--- src/hdl/pqecn_pkg.sv ---
// shared types and constants of the phantom queue ecn marker
package pqecn_pkg;

    localparam int NUM_PORTS    = 16;
    localparam int PORT_W       = 4;
    localparam int LEN_W        = 28;
    localparam int TIME_W       = 48;
    localparam int BYTES_W      = 24;
    localparam int SIZE_W       = 16;
    localparam int MSG_W        = 3;
    localparam int RATE_FRAC_W  = 16;
    localparam int CFG_IDX_W    = 2;
    localparam int QUEUE_DEPTH  = 2;
    localparam int QPTR_W       = (QUEUE_DEPTH > 1) ? $clog2(QUEUE_DEPTH) : 1;
    localparam int QCNT_W       = $clog2(QUEUE_DEPTH + 1);
    localparam int CLAMP_FACTOR = 10;

    // sums and products that grow past the field widths
    localparam int SUM_W   = LEN_W + 1;
    localparam int HALF_W  = TIME_W / 2;
    localparam int PP_W    = HALF_W + BYTES_W;
    localparam int PROD_W  = TIME_W + BYTES_W;
    localparam int DELTA_W = PROD_W - RATE_FRAC_W;

    localparam logic [MSG_W-1:0] MSG_REQUEST     = 3'd0;
    localparam logic [MSG_W-1:0] MSG_REPLY       = 3'd1;
    localparam logic [MSG_W-1:0] MSG_GRANT       = 3'd2;
    localparam logic [MSG_W-1:0] MSG_GNT_REQUEST = 3'd3;
    localparam logic [MSG_W-1:0] MSG_OTHER       = 3'd4;

    localparam logic CMD_INGRESS = 1'b0;
    localparam logic CMD_EGRESS  = 1'b1;

    localparam logic [CFG_IDX_W-1:0] REG_MARK_THRESHOLD   = 2'd0;
    localparam logic [CFG_IDX_W-1:0] REG_DRAIN_RATE       = 2'd1;
    localparam logic [CFG_IDX_W-1:0] REG_EGRESS_THRESHOLD = 2'd2;

    // classified event handed from the front end to the execution side
    typedef struct packed {
        logic [PORT_W-1:0]  port;
        logic               port_ok;
        logic               egress;
        logic               is_data;
        logic [BYTES_W-1:0] addend;
        logic [TIME_W-1:0]  now_ns;
        logic [BYTES_W-1:0] egress_queue_bytes;
    } item_t;

endpackage

--- src/hdl/pqecn_queue.sv ---
// short queue between front end and execution side
module pqecn_queue
    import pqecn_pkg::*;
(
    input  logic  clk,
    input  logic  rst_n,
    input  logic  push,
    input  item_t push_item,
    output logic  full,
    input  logic  pop,
    output logic  head_valid,
    output item_t head_item
);

    item_t             slot_reg [QUEUE_DEPTH];
    logic [QPTR_W-1:0] wr_ptr_reg;
    logic [QPTR_W-1:0] rd_ptr_reg;
    logic [QCNT_W-1:0] count_reg;

    assign full       = (32'(count_reg) == QUEUE_DEPTH);
    assign head_valid = (count_reg != '0);
    assign head_item  = slot_reg[rd_ptr_reg];

    always_ff @(posedge clk or negedge rst_n)
    begin
        if (!rst_n)
        begin
            wr_ptr_reg <= '0;
            rd_ptr_reg <= '0;
            count_reg  <= '0;
        end
        else
        begin
            if (push)
            begin
                wr_ptr_reg <= (32'(wr_ptr_reg) == QUEUE_DEPTH - 1) ? '0 : wr_ptr_reg + 1'b1;
            end
            if (pop)
            begin
                rd_ptr_reg <= (32'(rd_ptr_reg) == QUEUE_DEPTH - 1) ? '0 : rd_ptr_reg + 1'b1;
            end
            if (push && !pop)
            begin
                count_reg <= count_reg + 1'b1;
            end
            else if (pop && !push)
            begin
                count_reg <= count_reg - 1'b1;
            end
        end
    end

    always_ff @(posedge clk)
    begin
        if (push)
        begin
            slot_reg[wr_ptr_reg] <= push_item;
        end
    end

endmodule

--- config.mk ---
export PLATFORM = sky130hd
export DESIGN_NAME = pqecn_queue
export DESIGN_NICKNAME = d
export VERILOG_FILES = /design/src/hdl/pqecn_pkg.sv /design/src/hdl/pqecn_queue.sv
export SDC_FILE = /design/constraint.sdc
export NUM_CORES = 1
export LEC_CHECK = 0
export BUFFER_PORTS_ARGS = -buffer_cell sky130_fd_sc_hd__buf_4
export CORE_ASPECT_RATIO = 0.9
export CORE_UTILIZATION = 52
export DETAILED_ROUTE_END_ITERATION = 7
export GPL_ROUTABILITY_DRIVEN = 0
export PLACE_DENSITY = 0.9
export SYNTH_ARGS = -nofsm -noshare
export SYNTH_HDL_FRONTEND = slang
export SYNTH_SLANG_ARGS = --single-unit
export TNS_END_PERCENT = 20
--- constraint.sdc ---
create_clock -name clk -period 7.5 [get_ports clk]
set_input_delay 0.75 -clock clk [delete_from_list [all_inputs] [get_ports clk]]
set_output_delay 0.75 -clock clk [all_outputs]
set_load 0.005 [all_outputs]
==> results_dict.tcl <==
set metrics [dict create \
    h-tree-depth 1 \
    yosysWarnings 0 \
    synthSimpleGateAreaFrac_pct 0.365 \
    p_leak_nw 4.04 \
    slew_violations 0 \
    syn-cell-area_um2 7870 \
    rsz0062_at_grt "false" \
    grt_antenna_before_repair 0 \
    num_antenna_cells 0 \
    ctsResizeCount 0 \
    cpMostUsedCell "buf_4" \
    syn_nets 445 \
    fp.dieArea_um2 15600 \
    slowest_stage "dfrtp_4" \
    cp_cell_sequence "buf_4 > mux2_2 > buf_4" \
    largest_reg_flops 206 \
    period_needed_ps 3650 \
    maxSlewHeadroom_pct 40.2 \
    wire_per_inst_um 18.1 \
    peakVddDrop_mv 0.274 \
    die_w_um 132 \
    vias 3875 \
    syn_to_final_growth_pct 30.7 \
    clock_sink_count 210 \
    timing.max_cap.violations 0 \
    cts_hold_buf 0 \
    grt_usage_pct 17.9 \
    setup.worst_path.start_class "flip-flop" \
    portBuffers 211 \
    startpoint "rd_ptr_reg" \
    crit_path_end_kind "primary output" \
    critical-path-max-stage-delay_ps 920 \
    grt_pass1_wl_um 21500 \
    power.density_nw_per_um2 365 \
    viasPerCell 5.00 \
    drt_iter0_drc 235 \
    rows 42 \
    grt_max_degree 62 \
    nets 671 \
    cp.required_ps 6750 \
    synth_top_family_by_area "multiplexers" \
    cts_buffer_depth 3 \
    ys_seq_elements 210 \
    timing.rr.start "rd_ptr_reg" \
    yosys.area_share.xor_xnor_pct 0.556 \
    path_clk_slew_ps 60 \
    crit_arrival_ps 2900 \
    syn-mean-instance-area_um2 23.4 \
    cp_max_fo 61 \
    drive_above_1_share_pct 60.5 \
    synth_seq_area_share_pct 79.8 \
    synthMuxAreaShare_pct 17.6 \
    fin_area_um2 10300 \
    drt_pass1_iterations 4 \
    antenna_left 0 \
    placed_cell_area_um2 9640 \
    routed_wl_um 14000 \
    timing.fmax_mhz 274 \
    postSynthCellCount 337 \
    worst_pin_slew_ps 898 \
    critical_path_class "reg -> out" \
    dpl.hpwl_um 9350 \
    numCtsBuffers 21 \
    synthAdderAreaFrac_pct 0.159 \
    tns_ps 0 \
    status "finished clean" \
    hold_class "in -> async" \
    core_area_um2 14800 \
    overflow 0 \
    timing.final.crit_share_pct 48.7 \
    hold_violations 0 \
    num_io_pins 212 \
    setup_viol 0 \
    n_fill_cell 922 \
    start_util_pct 53.3 \
    fin_skew_ps 10.1 \
    synth_compound_area_share_pct 0 \
    cts_setup_buffers 0 \
    clkLatencyLatePin_ps 490 \
    yosysUniqueCellTypes 15 \
    route.detailed.drc 0 \
    grt_pass1_vias 4093 \
    cts_tree "built" \
    p_total_mw 3.76 \
    cts_root_buf "clkbuf_16" \
    die_h_um 119 \
]
[cell usage after synthesis]
| master | n | area, um2 |
|---|---|---|
| buf_8 | 1 | 15.0 |
| mux2_2 | 43 | 484 |
| ha_1 | 1 | 12.5 |
| and2_1 | 1 | 6.26 |
| xnor2_1 | 1 | 8.76 |
| nor2b_1 | 2 | 12.5 |
| xor2_1 | 4 | 35.0 |
| inv_1 | 1 | 3.75 |
| edfxtp_1 | 206 | 6190 |
| mux2_4 | 60 | 901 |
| buf_2 | 4 | 20.0 |
| nor2_1 | 1 | 3.75 |
| or2_2 | 1 | 6.26 |
| buf_6 | 7 | 78.8 |
| dfrtp_1 | 4 | 100 |
[cells by family (layout without fill, tap and decap cells)]
logic type / Yosys count / count (layout)
buffers and inverters: 13 / 253
adder cells (fa/ha/maj): 1 / 1
XOR/XNOR: 5 / 5
AND/OR/NAND/NOR: 5 / 5
multiplexers: 103 / 103
flip-flops: 210 / 210
[layout by cell type (no fill, tap or decap), types with 2 or more instances in the layout]
cell type / synthesis / layout
buf_4: 0 / 215
edfxtp_1: 206 / 206
mux2_4: 60 / 60
mux2_2: 43 / 43
clkbuf_16: 0 / 21
clkbuf_1: 0 / 8
xor2_1: 4 / 4
dfrtp_1: 4 / 3
bufinv_16: 0 / 2
clkinv_1: 0 / 2
[cell type report]
class,instances,area (um2),area share [%]
inverter,1,3.75,0.0365
clock buffer,29,556,5.40
sequential,210,6290,61.1
timing repair buffer,215,1610,15.7
multi-input combinational,114,1480,14.4
tap,198,248,2.41
clock inverter,8,97.6,0.949
[power by group]
part	internal, mW	switching (mW)
clock	0.588	0.397
sequential	1.56	0.121
combinational	0.669	0.421
[worst max-delay path: cells and delay by family, from the launching register on]
family                 cells  cell delay [ps]
multiplexers               1              440
buffers and inverters      2              950
flip-flops                 1              920
[metal layers]
metal  wire [um]  share of wire [%]  global-route usage (%)  vias to the layer above
li1            -                  -                       -                     1784
met1        5690                 41                    22.2                     1889
met2        7030                 50                    30.6                      174
met3        1030                7.3                    5.36                       28
met4         280                2.0                    4.94                        0
met5           0                  0                       0                        -
[per-stage QoR]
| step | instances | util (%) | setup slack (ps) | hold slack [ps] |
|---|---|---|---|---|
| finish | 775 | 69.7 | 3850 | 56.5 |
| global route | 775 | 69.7 | 3720 | 37.0 |
| CTS | 775 | 69.7 | 3820 | 41.4 |
| detailed placement | 738 | 65.3 | 4340 | 476 |
| global placement | 738 | 65.3 | 4400 | 467 |
| floorplan | 337 | - | 1690 | 447 |
[worst paths after layout]
kind	cells after the start	end	slack [ps]
min in group clk	1	slot_reg[1][59]	450
worst max-delay path	3	head_item[74]	3850
worst min register to register	1	count_reg[1]	480
worst max register to register	2	rd_ptr_reg	5340
worst min-delay path	1	wr_ptr_reg	60
max in group asynchronous	1	rd_ptr_reg	7330
(Power assumes the default switching activity.)
