**config.mk**
```make
export PLATFORM = sky130hd
export DESIGN_NAME = pqecn_front_flat
export DESIGN_NICKNAME = d
export VERILOG_FILES = /design/src/hdl/pqecn_pkg.sv /design/src/hdl/pqecn_pkt_if.sv /design/src/hdl/pqecn_front.sv /design/src/flat_wrapper.sv
export SDC_FILE = /design/constraint.sdc
export NUM_CORES = 1
export LEC_CHECK = 0
export BUFFER_PORTS_ARGS = -buffer_cell sky130_fd_sc_hd__buf_2
export CAP_MARGIN = 20
export CORE_AREA = 10 10 90 92
export DETAILED_ROUTE_END_ITERATION = 8
export DIE_AREA = 0 0 100 102
export GPL_ROUTABILITY_DRIVEN = 0
export SLEW_MARGIN = 20
export SYNTH_ARGS = -nofsm -noshare
export SYNTH_HDL_FRONTEND = slang
export SYNTH_SLANG_ARGS = --single-unit
```
**constraint.sdc**
```tcl
create_clock -name vclk -period 2.1
set_input_delay 0.105 -clock vclk [all_inputs]
set_output_delay 0.105 -clock vclk [all_outputs]
set_load 0.01 [all_outputs]
```
**src/hdl/pqecn_pkg.sv**
```systemverilog
// shared types and constants of the phantom queue ecn marker
package pqecn_pkg;

    localparam int NUM_PORTS    = 16;
    localparam int PORT_W       = 4;
    localparam int LEN_W        = 28;
    localparam int TIME_W       = 48;
    localparam int BYTES_W      = 24;
    localparam int SIZE_W       = 16;
    localparam int MSG_W        = 3;
    localparam int RATE_FRAC_W  = 16;
    localparam int CFG_IDX_W    = 2;
    localparam int QUEUE_DEPTH  = 2;
    localparam int QPTR_W       = (QUEUE_DEPTH > 1) ? $clog2(QUEUE_DEPTH) : 1;
    localparam int QCNT_W       = $clog2(QUEUE_DEPTH + 1);
    localparam int CLAMP_FACTOR = 10;

    // sums and products that grow past the field widths
    localparam int SUM_W   = LEN_W + 1;
    localparam int HALF_W  = TIME_W / 2;
    localparam int PP_W    = HALF_W + BYTES_W;
    localparam int PROD_W  = TIME_W + BYTES_W;
    localparam int DELTA_W = PROD_W - RATE_FRAC_W;

    localparam logic [MSG_W-1:0] MSG_REQUEST     = 3'd0;
    localparam logic [MSG_W-1:0] MSG_REPLY       = 3'd1;
    localparam logic [MSG_W-1:0] MSG_GRANT       = 3'd2;
    localparam logic [MSG_W-1:0] MSG_GNT_REQUEST = 3'd3;
    localparam logic [MSG_W-1:0] MSG_OTHER       = 3'd4;

    localparam logic CMD_INGRESS = 1'b0;
    localparam logic CMD_EGRESS  = 1'b1;

    localparam logic [CFG_IDX_W-1:0] REG_MARK_THRESHOLD   = 2'd0;
    localparam logic [CFG_IDX_W-1:0] REG_DRAIN_RATE       = 2'd1;
    localparam logic [CFG_IDX_W-1:0] REG_EGRESS_THRESHOLD = 2'd2;

    // classified event handed from the front end to the execution side
    typedef struct packed {
        logic [PORT_W-1:0]  port;
        logic               port_ok;
        logic               egress;
        logic               is_data;
        logic [BYTES_W-1:0] addend;
        logic [TIME_W-1:0]  now_ns;
        logic [BYTES_W-1:0] egress_queue_bytes;
    } item_t;

endpackage

```
**src/hdl/pqecn_pkt_if.sv**
```systemverilog
// packet event channel
interface pqecn_pkt_if;
    import pqecn_pkg::*;

    logic               valid;
    logic               ready;
    logic               cmd;
    logic [PORT_W-1:0]  port;
    logic [MSG_W-1:0]   msg_kind;
    logic [BYTES_W-1:0] credit;
    logic [BYTES_W-1:0] unsolicited_credit;
    logic [SIZE_W-1:0]  packet_size;
    logic [TIME_W-1:0]  now_ns;
    logic [BYTES_W-1:0] egress_queue_bytes;

    modport source (
        output valid, cmd, port, msg_kind, credit, unsolicited_credit,
               packet_size, now_ns, egress_queue_bytes,
        input  ready
    );
    modport sink (
        input  valid, cmd, port, msg_kind, credit, unsolicited_credit,
               packet_size, now_ns, egress_queue_bytes,
        output ready
    );
endinterface

```
**src/hdl/pqecn_front.sv**
```systemverilog
// front end: takes packet events and classifies them for the queue
module pqecn_front
    import pqecn_pkg::*;
(
    pqecn_pkt_if.sink pkt,
    input  logic      q_full,
    output logic      q_push,
    output item_t     q_item
);

    logic grant;
    logic gnt_request;
    logic data_msg;
    logic add_size;

    assign pkt.ready = !q_full;
    assign q_push    = pkt.valid && !q_full;

    assign grant       = (pkt.msg_kind == MSG_GRANT);
    assign gnt_request = (pkt.msg_kind == MSG_GNT_REQUEST);
    assign data_msg    = (pkt.msg_kind == MSG_REQUEST) || (pkt.msg_kind == MSG_REPLY)
                         || gnt_request;
    assign add_size    = grant || gnt_request || (pkt.unsolicited_credit != '0);

    always_comb
    begin
        q_item.port               = pkt.port;
        q_item.port_ok            = (32'(pkt.port) < NUM_PORTS);
        q_item.egress             = (pkt.cmd == CMD_EGRESS);
        q_item.now_ns             = pkt.now_ns;
        q_item.egress_queue_bytes = pkt.egress_queue_bytes;
        unique case (pkt.cmd)
            CMD_INGRESS:
            begin
                q_item.is_data = 1'b0;
                q_item.addend  = grant ? pkt.credit : '0;
            end
            default:
            begin
                q_item.is_data = data_msg;
                q_item.addend  = add_size ? BYTES_W'(pkt.packet_size) : '0;
            end
        endcase
    end

endmodule

```
**src/flat_wrapper.sv**
```systemverilog
// flat-port wrapper written by rule: the top's interface ports become plain ports
module pqecn_front_flat import pqecn_pkg::*;
  (q_full, q_push, q_item, pkt_valid, pkt_cmd, pkt_port, pkt_msg_kind, pkt_credit, pkt_unsolicited_credit, pkt_packet_size, pkt_now_ns, pkt_egress_queue_bytes, pkt_ready);
  pqecn_pkt_if pkt_i ();
  input  logic q_full;
  output logic q_push;
  output item_t q_item;
  input wire logic [$bits(pkt_i.valid)-1:0] pkt_valid;
  input wire logic [$bits(pkt_i.cmd)-1:0] pkt_cmd;
  input wire logic [$bits(pkt_i.port)-1:0] pkt_port;
  input wire logic [$bits(pkt_i.msg_kind)-1:0] pkt_msg_kind;
  input wire logic [$bits(pkt_i.credit)-1:0] pkt_credit;
  input wire logic [$bits(pkt_i.unsolicited_credit)-1:0] pkt_unsolicited_credit;
  input wire logic [$bits(pkt_i.packet_size)-1:0] pkt_packet_size;
  input wire logic [$bits(pkt_i.now_ns)-1:0] pkt_now_ns;
  input wire logic [$bits(pkt_i.egress_queue_bytes)-1:0] pkt_egress_queue_bytes;
  output wire logic [$bits(pkt_i.ready)-1:0] pkt_ready;
  assign pkt_i.valid = pkt_valid;
  assign pkt_i.cmd = pkt_cmd;
  assign pkt_i.port = pkt_port;
  assign pkt_i.msg_kind = pkt_msg_kind;
  assign pkt_i.credit = pkt_credit;
  assign pkt_i.unsolicited_credit = pkt_unsolicited_credit;
  assign pkt_i.packet_size = pkt_packet_size;
  assign pkt_i.now_ns = pkt_now_ns;
  assign pkt_i.egress_queue_bytes = pkt_egress_queue_bytes;
  assign pkt_ready = pkt_i.ready;
  pqecn_front u_core (.pkt(pkt_i), .q_full(q_full), .q_push(q_push), .q_item(q_item));
endmodule
```
==> results.cfg, run 1 <==
[detailed_routing]
final_antenna_net_count = 0
wl_per_cell_um = 17.63
postRouteWirelength_um = 3808
drc = 0
viasPerCell = 3.810
firstDrtPassIters = 2
via_count = 823
drt_iter0_drc = 4

[logic_synthesis]
synth_top_area_cell = buf_4
syn_area_um2 = 972.2
syn-num-nets = 267
yosysSeqAreaShare_pct = 0
synth_area_leaders = buf_4 (60%), a22o_1 (9.0%), a22o_2 (6.2%), and2_1 (5.1%), nor4_2 (5.1%)
synth_cells = 121
synth_cell_types = 17
avgSynthCellArea_um2 = 8.035
yosysWarnings = 0
yosysTopAreaCellShare_pct = 60.23

[worst_setup_path]
worst_path_max_delay_cell = a22o_2
max_stage_delay_ns = 0.29
critPathCaptureType = output pin
crit_buf_inv = 2
critPathTopFamily = compound AO/OA/AOI/OAI gates
arrival_ns = 1.42
cpMostUsedCell = buf_2
required_ns = 2.00
crit_fanout = 16
crit_chain = buf_2, nor4_1, o2111a_2, a41oi_4, a22o_2, buf_2
critical_path_class = primary input to output pin
start_kind = primary input

[outcome]
status = complete, no violations

[timing]
drv_slew = 0
fmax_mhz = 656.6
fin_tns_setup_ns = 0
period_share_pct = 72.52
hold_violations = 0
tightest_slew_ns = 0.5209
maxSlewHeadroom_pct = 65.16
period_needed_ns = 1.523
finalSetupViolCount = 0
grt_setup_unrepaired = no

[floorplanning]
placementRows = 29
die_h_um = 102
die_w_um = 100
die_area_mm2 = 0.01020
io_pins = 251
core_area_mm2 = 0.006277
start_util_pct = 15.49

[global_route]
grt_pass1_vias = 934
grt_pass1_wl_um = 5126
use_met3_pct = 3.509
antenna_found_initial = 0
use_met1_pct = 4.096
grt_max_degree = 25
use_met2_pct = 11.00
grt.busiest_layer = met2
gr-total-overflow = 0
grt_usage_pct = 6.022

[pwr]
leakagePower_nw = 0.5550
ir_drop_mv = 0.05320
power_mw = 0.1539
power_density_mw_per_mm2 = 160.1

[cells_and_area]
final_util_pct = 15.31
regArea_um2 = 0
n_sequential_cell = 0
mostFrequentLayoutCells = buf_2 (98), a22o_1 (10), and2_1 (8), a22o_2 (6), nor4_2 (4)
multi_input_area_um2 = 355.3
nFillCells = 736
nets = 287
final_common_cell = buf_2
clkbuf_count = 0
diodes = 0
area_growth_pct = -1.158
drive_gt1_share_pct = 81.29

[run]
maxCapViolations = 0

[placement]
portBuffers = 98
hpwl_um = 3493

[clock_tree]
postCtsSetupRepairBufs = 0
ctsResizeCount = 0
cts_hold_buf = 0

[hold_path]
holdCritPathClass = primary input to output pin
==> metal layers <==
layer  share of wire (%)  wire (µm)
met3                  17        648
met2                  49       1876
met5                   0          0
met1                  25        943
met4                 8.9        340
==> synthesized netlist by cell type <==
cell type	instances
a22o_1	10
a22o_2	6
a41oi_4	1
and2_1	8
buf_2	1
buf_4	78
buf_6	1
clkbuf_1	1
conb_1	1
inv_1	3
nor2_1	1
nor2b_1	1
nor3_1	1
nor4_1	1
nor4_2	4
nor4_4	2
o2111a_2	1
==> kinds of logic after synthesis <==
family / synth area share (%)
buffers and inverters: 63.45
AND/OR/NAND/NOR: 16.86
AO/OA/AOI/OAI: 19.31
other: 0.3857
==> worst paths after layout <==
check | from | to | slack [ns] | depth (start not counted)
worst max-delay path | pkt_unsolicited_credit[0] | q_item[76] | 0.58 | 6
worst min-delay path | pkt_port[2] | q_item[101] | 0.21 | 0
==> report_power, final <==
group | switching (mW) | internal, mW
Sequential | 0 | 0
Combinational | 0.0682 | 0.0857
Clock | 0 | 0
==> area by class of cell <==
cell class | instances | share of cell area (%)
Inverter | 3 | 1.172
Multi-Input combinational cell | 37 | 36.98
Tap cell | 77 | 10.03
Timing Repair Buffer | 99 | 51.82
==> metrics by stage <==
stage / area (µm²) / setup slack (ns) / cells / hold slack [ns]
floorplan: 972.2 / 0.8989 / 121 / 0.2535
global placement: 960.9 / 0.5838 / 216 / 0.2101
detailed placement: 960.9 / 0.5445 / 216 / 0.2101
CTS: 960.9 / 0.5444 / 216 / 0.2101
global route: 960.9 / 0.4488 / 216 / 0.2100
finish: 960.9 / 0.5770 / 216 / 0.2100
Power figures use the tool's default switching activity.
==> inputs of run 2 (changes only) <==
Clock period 2.1 ns to 1.3 ns, I/O delays scaled along.
==> results.cfg, run 2 (synthesis gave the netlist of run 1 again) <==
[cells_and_area]
clkbuf_count = 0
area_growth_pct = 16.47
final_util_pct = 18.04
n_sequential_cell = 0
stdcell_area_mm2 = 0.001132
mostFrequentLayoutCells = buf_2 (87), buf_6 (11), a22o_1 (10), and2_1 (8), a22o_2 (6)
nets = 292
diodes = 0
regArea_um2 = 0
drive_gt1_share_pct = 82.64
nFillCells = 701
final_common_cell = buf_2

[floorplanning]
core_area_mm2 = 0.006277
start_util_pct = 15.49
io_pins = 251
die_area_mm2 = 0.01020
die_h_um = 102
die_w_um = 100
placementRows = 29

[hold_path]
holdCritPathClass = primary input to output pin
hold_depth = 0
min-delay-start = pkt_port[2]
min_to = q_item[101]

[pwr]
ir_drop_mv = 0.08954
switching_share_pct = 42.73
power.switching_mw = 0.1300
leakagePower_nw = 0.6043
p_int_mw = 0.1742
power_density_mw_per_mm2 = 268.6
power_frac_clock_pct = 0
combPwrFrac_pct = 100.0
pwr-share-seq_pct = 0

[detailed_routing]
wl_per_cell_um = 19.11
via_count = 868
final_antenna_net_count = 0
drc = 0
viasPerCell = 3.928
firstDrtPassIters = 3
postRouteWirelength_um = 4224
drt_iter0_drc = 11

[placement]
dpl_cell_area_mm2 = 0.001003
portBuffers = 98
hpwl_um = 3479

[timing]
hold_violations = 0
finalSetupViolCount = 16
period_needed_ns = 1.407
setup_ws_ns = -0.1070
period_share_pct = 108.2
fmax_mhz = 710.7
drv_slew = 0
grt_setup_unrepaired = yes

[worst_setup_path]
start_kind = primary input
crit_buf_inv = 2
max_stage_delay_ns = 0.32
worst_path_max_delay_cell = o2111a_2
required_ns = 1.24
critPathCaptureType = output pin
crit_chain = buf_2, nor4_4, o2111a_2, a41oi_4, a22o_2, buf_6
critPathTopFamily = compound AO/OA/AOI/OAI gates
critical_path_class = primary input to output pin
arrival_ns = 1.34
crit_fanout = 8

[clock_tree]
postCtsSetupRepairBufs = 0

[global_route]
antenna_found_initial = 0
grt_usage_pct = 6.549
grt_pass1_vias = 978
gr-total-overflow = 0
grt_pass1_wl_um = 5416
grt_max_degree = 25

[run]
maxCapViolations = 0

[outcome]
violations = negative setup slack
status = finished, violations left
==> run 2: cell count changes in the layout (fill, tap and decap cells not counted), sizes merged <==
cell / previous run / this run
buf: 99 / 103
a41oi: 1 / 2
==> run 2: area by class of cell <==
type | count | area (µm²) | share of cell area, %
Tap cell | 77 | 96.34 | 8.508
Timing Repair Buffer | 103 | 609.3 | 53.81
Inverter | 3 | 11.26 | 0.9945
Multi-Input combinational cell | 38 | 415.4 | 36.68
==> run 2: metal layers <==
layer | GRT usage, % | share of wire [%] | vias up
met3 | 3.171 | 14 | 40
met4 | 6.630 | 8.4 | 0
met1 | 4.057 | 24 | 369
met2 | 12.89 | 53 | 78
met5 | 0 | 0 | -
li1 | - | - | 381
==> run 2: timing repair <==
item | CTS | global route
pin swaps | 11 | 10
hold endpoints to repair | 0 | 0
endpoints found under the setup margin | 16 | 16
hold buffers | 0 | 0
cloned | 1 | 0
resized for setup | 10 | 6
==> run 2: worst max path at each step <==
stage                                         start          to  slack (ns)  cells after the start
after floorplan           pkt_unsolicited_credit[0]  q_item[78]        0.18                      5
after global placement    pkt_unsolicited_credit[0]  q_item[76]       -0.12                      6
after detailed placement  pkt_unsolicited_credit[0]  q_item[76]       -0.18                      6
after CTS                 pkt_unsolicited_credit[5]  q_item[76]       -0.16                      6
after global routing      pkt_unsolicited_credit[6]  q_item[74]       -0.19                      6
final                     pkt_unsolicited_credit[8]  q_item[74]       -0.11                      6
==> run 2: through the flow <==
stage	worst slack [ns]	hold WS (ns)	TNS [ns]	total power, mW	cells
after floorplan	0.1789	0.1735	0	0.3362	121
after global placement	-0.1248	0.1301	-1.757	0.2593	220
after detailed placement	-0.1812	0.1301	-2.586	0.2624	220
after CTS	-0.1607	0.1301	-1.827	0.2928	221
after global routing	-0.1912	0.1300	-2.464	0.3274	221
final	-0.1070	0.1300	-1.231	0.3042	221
==> run 2: power groups by stage <==
stage                     combinational [mW]  sequential [mW]  clock, mW
after global routing                   0.327                0          0
after floorplan                        0.336                0          0
after global placement                 0.259                0          0
after detailed placement               0.262                0          0
after CTS                              0.293                0          0
final                                  0.304                0          0
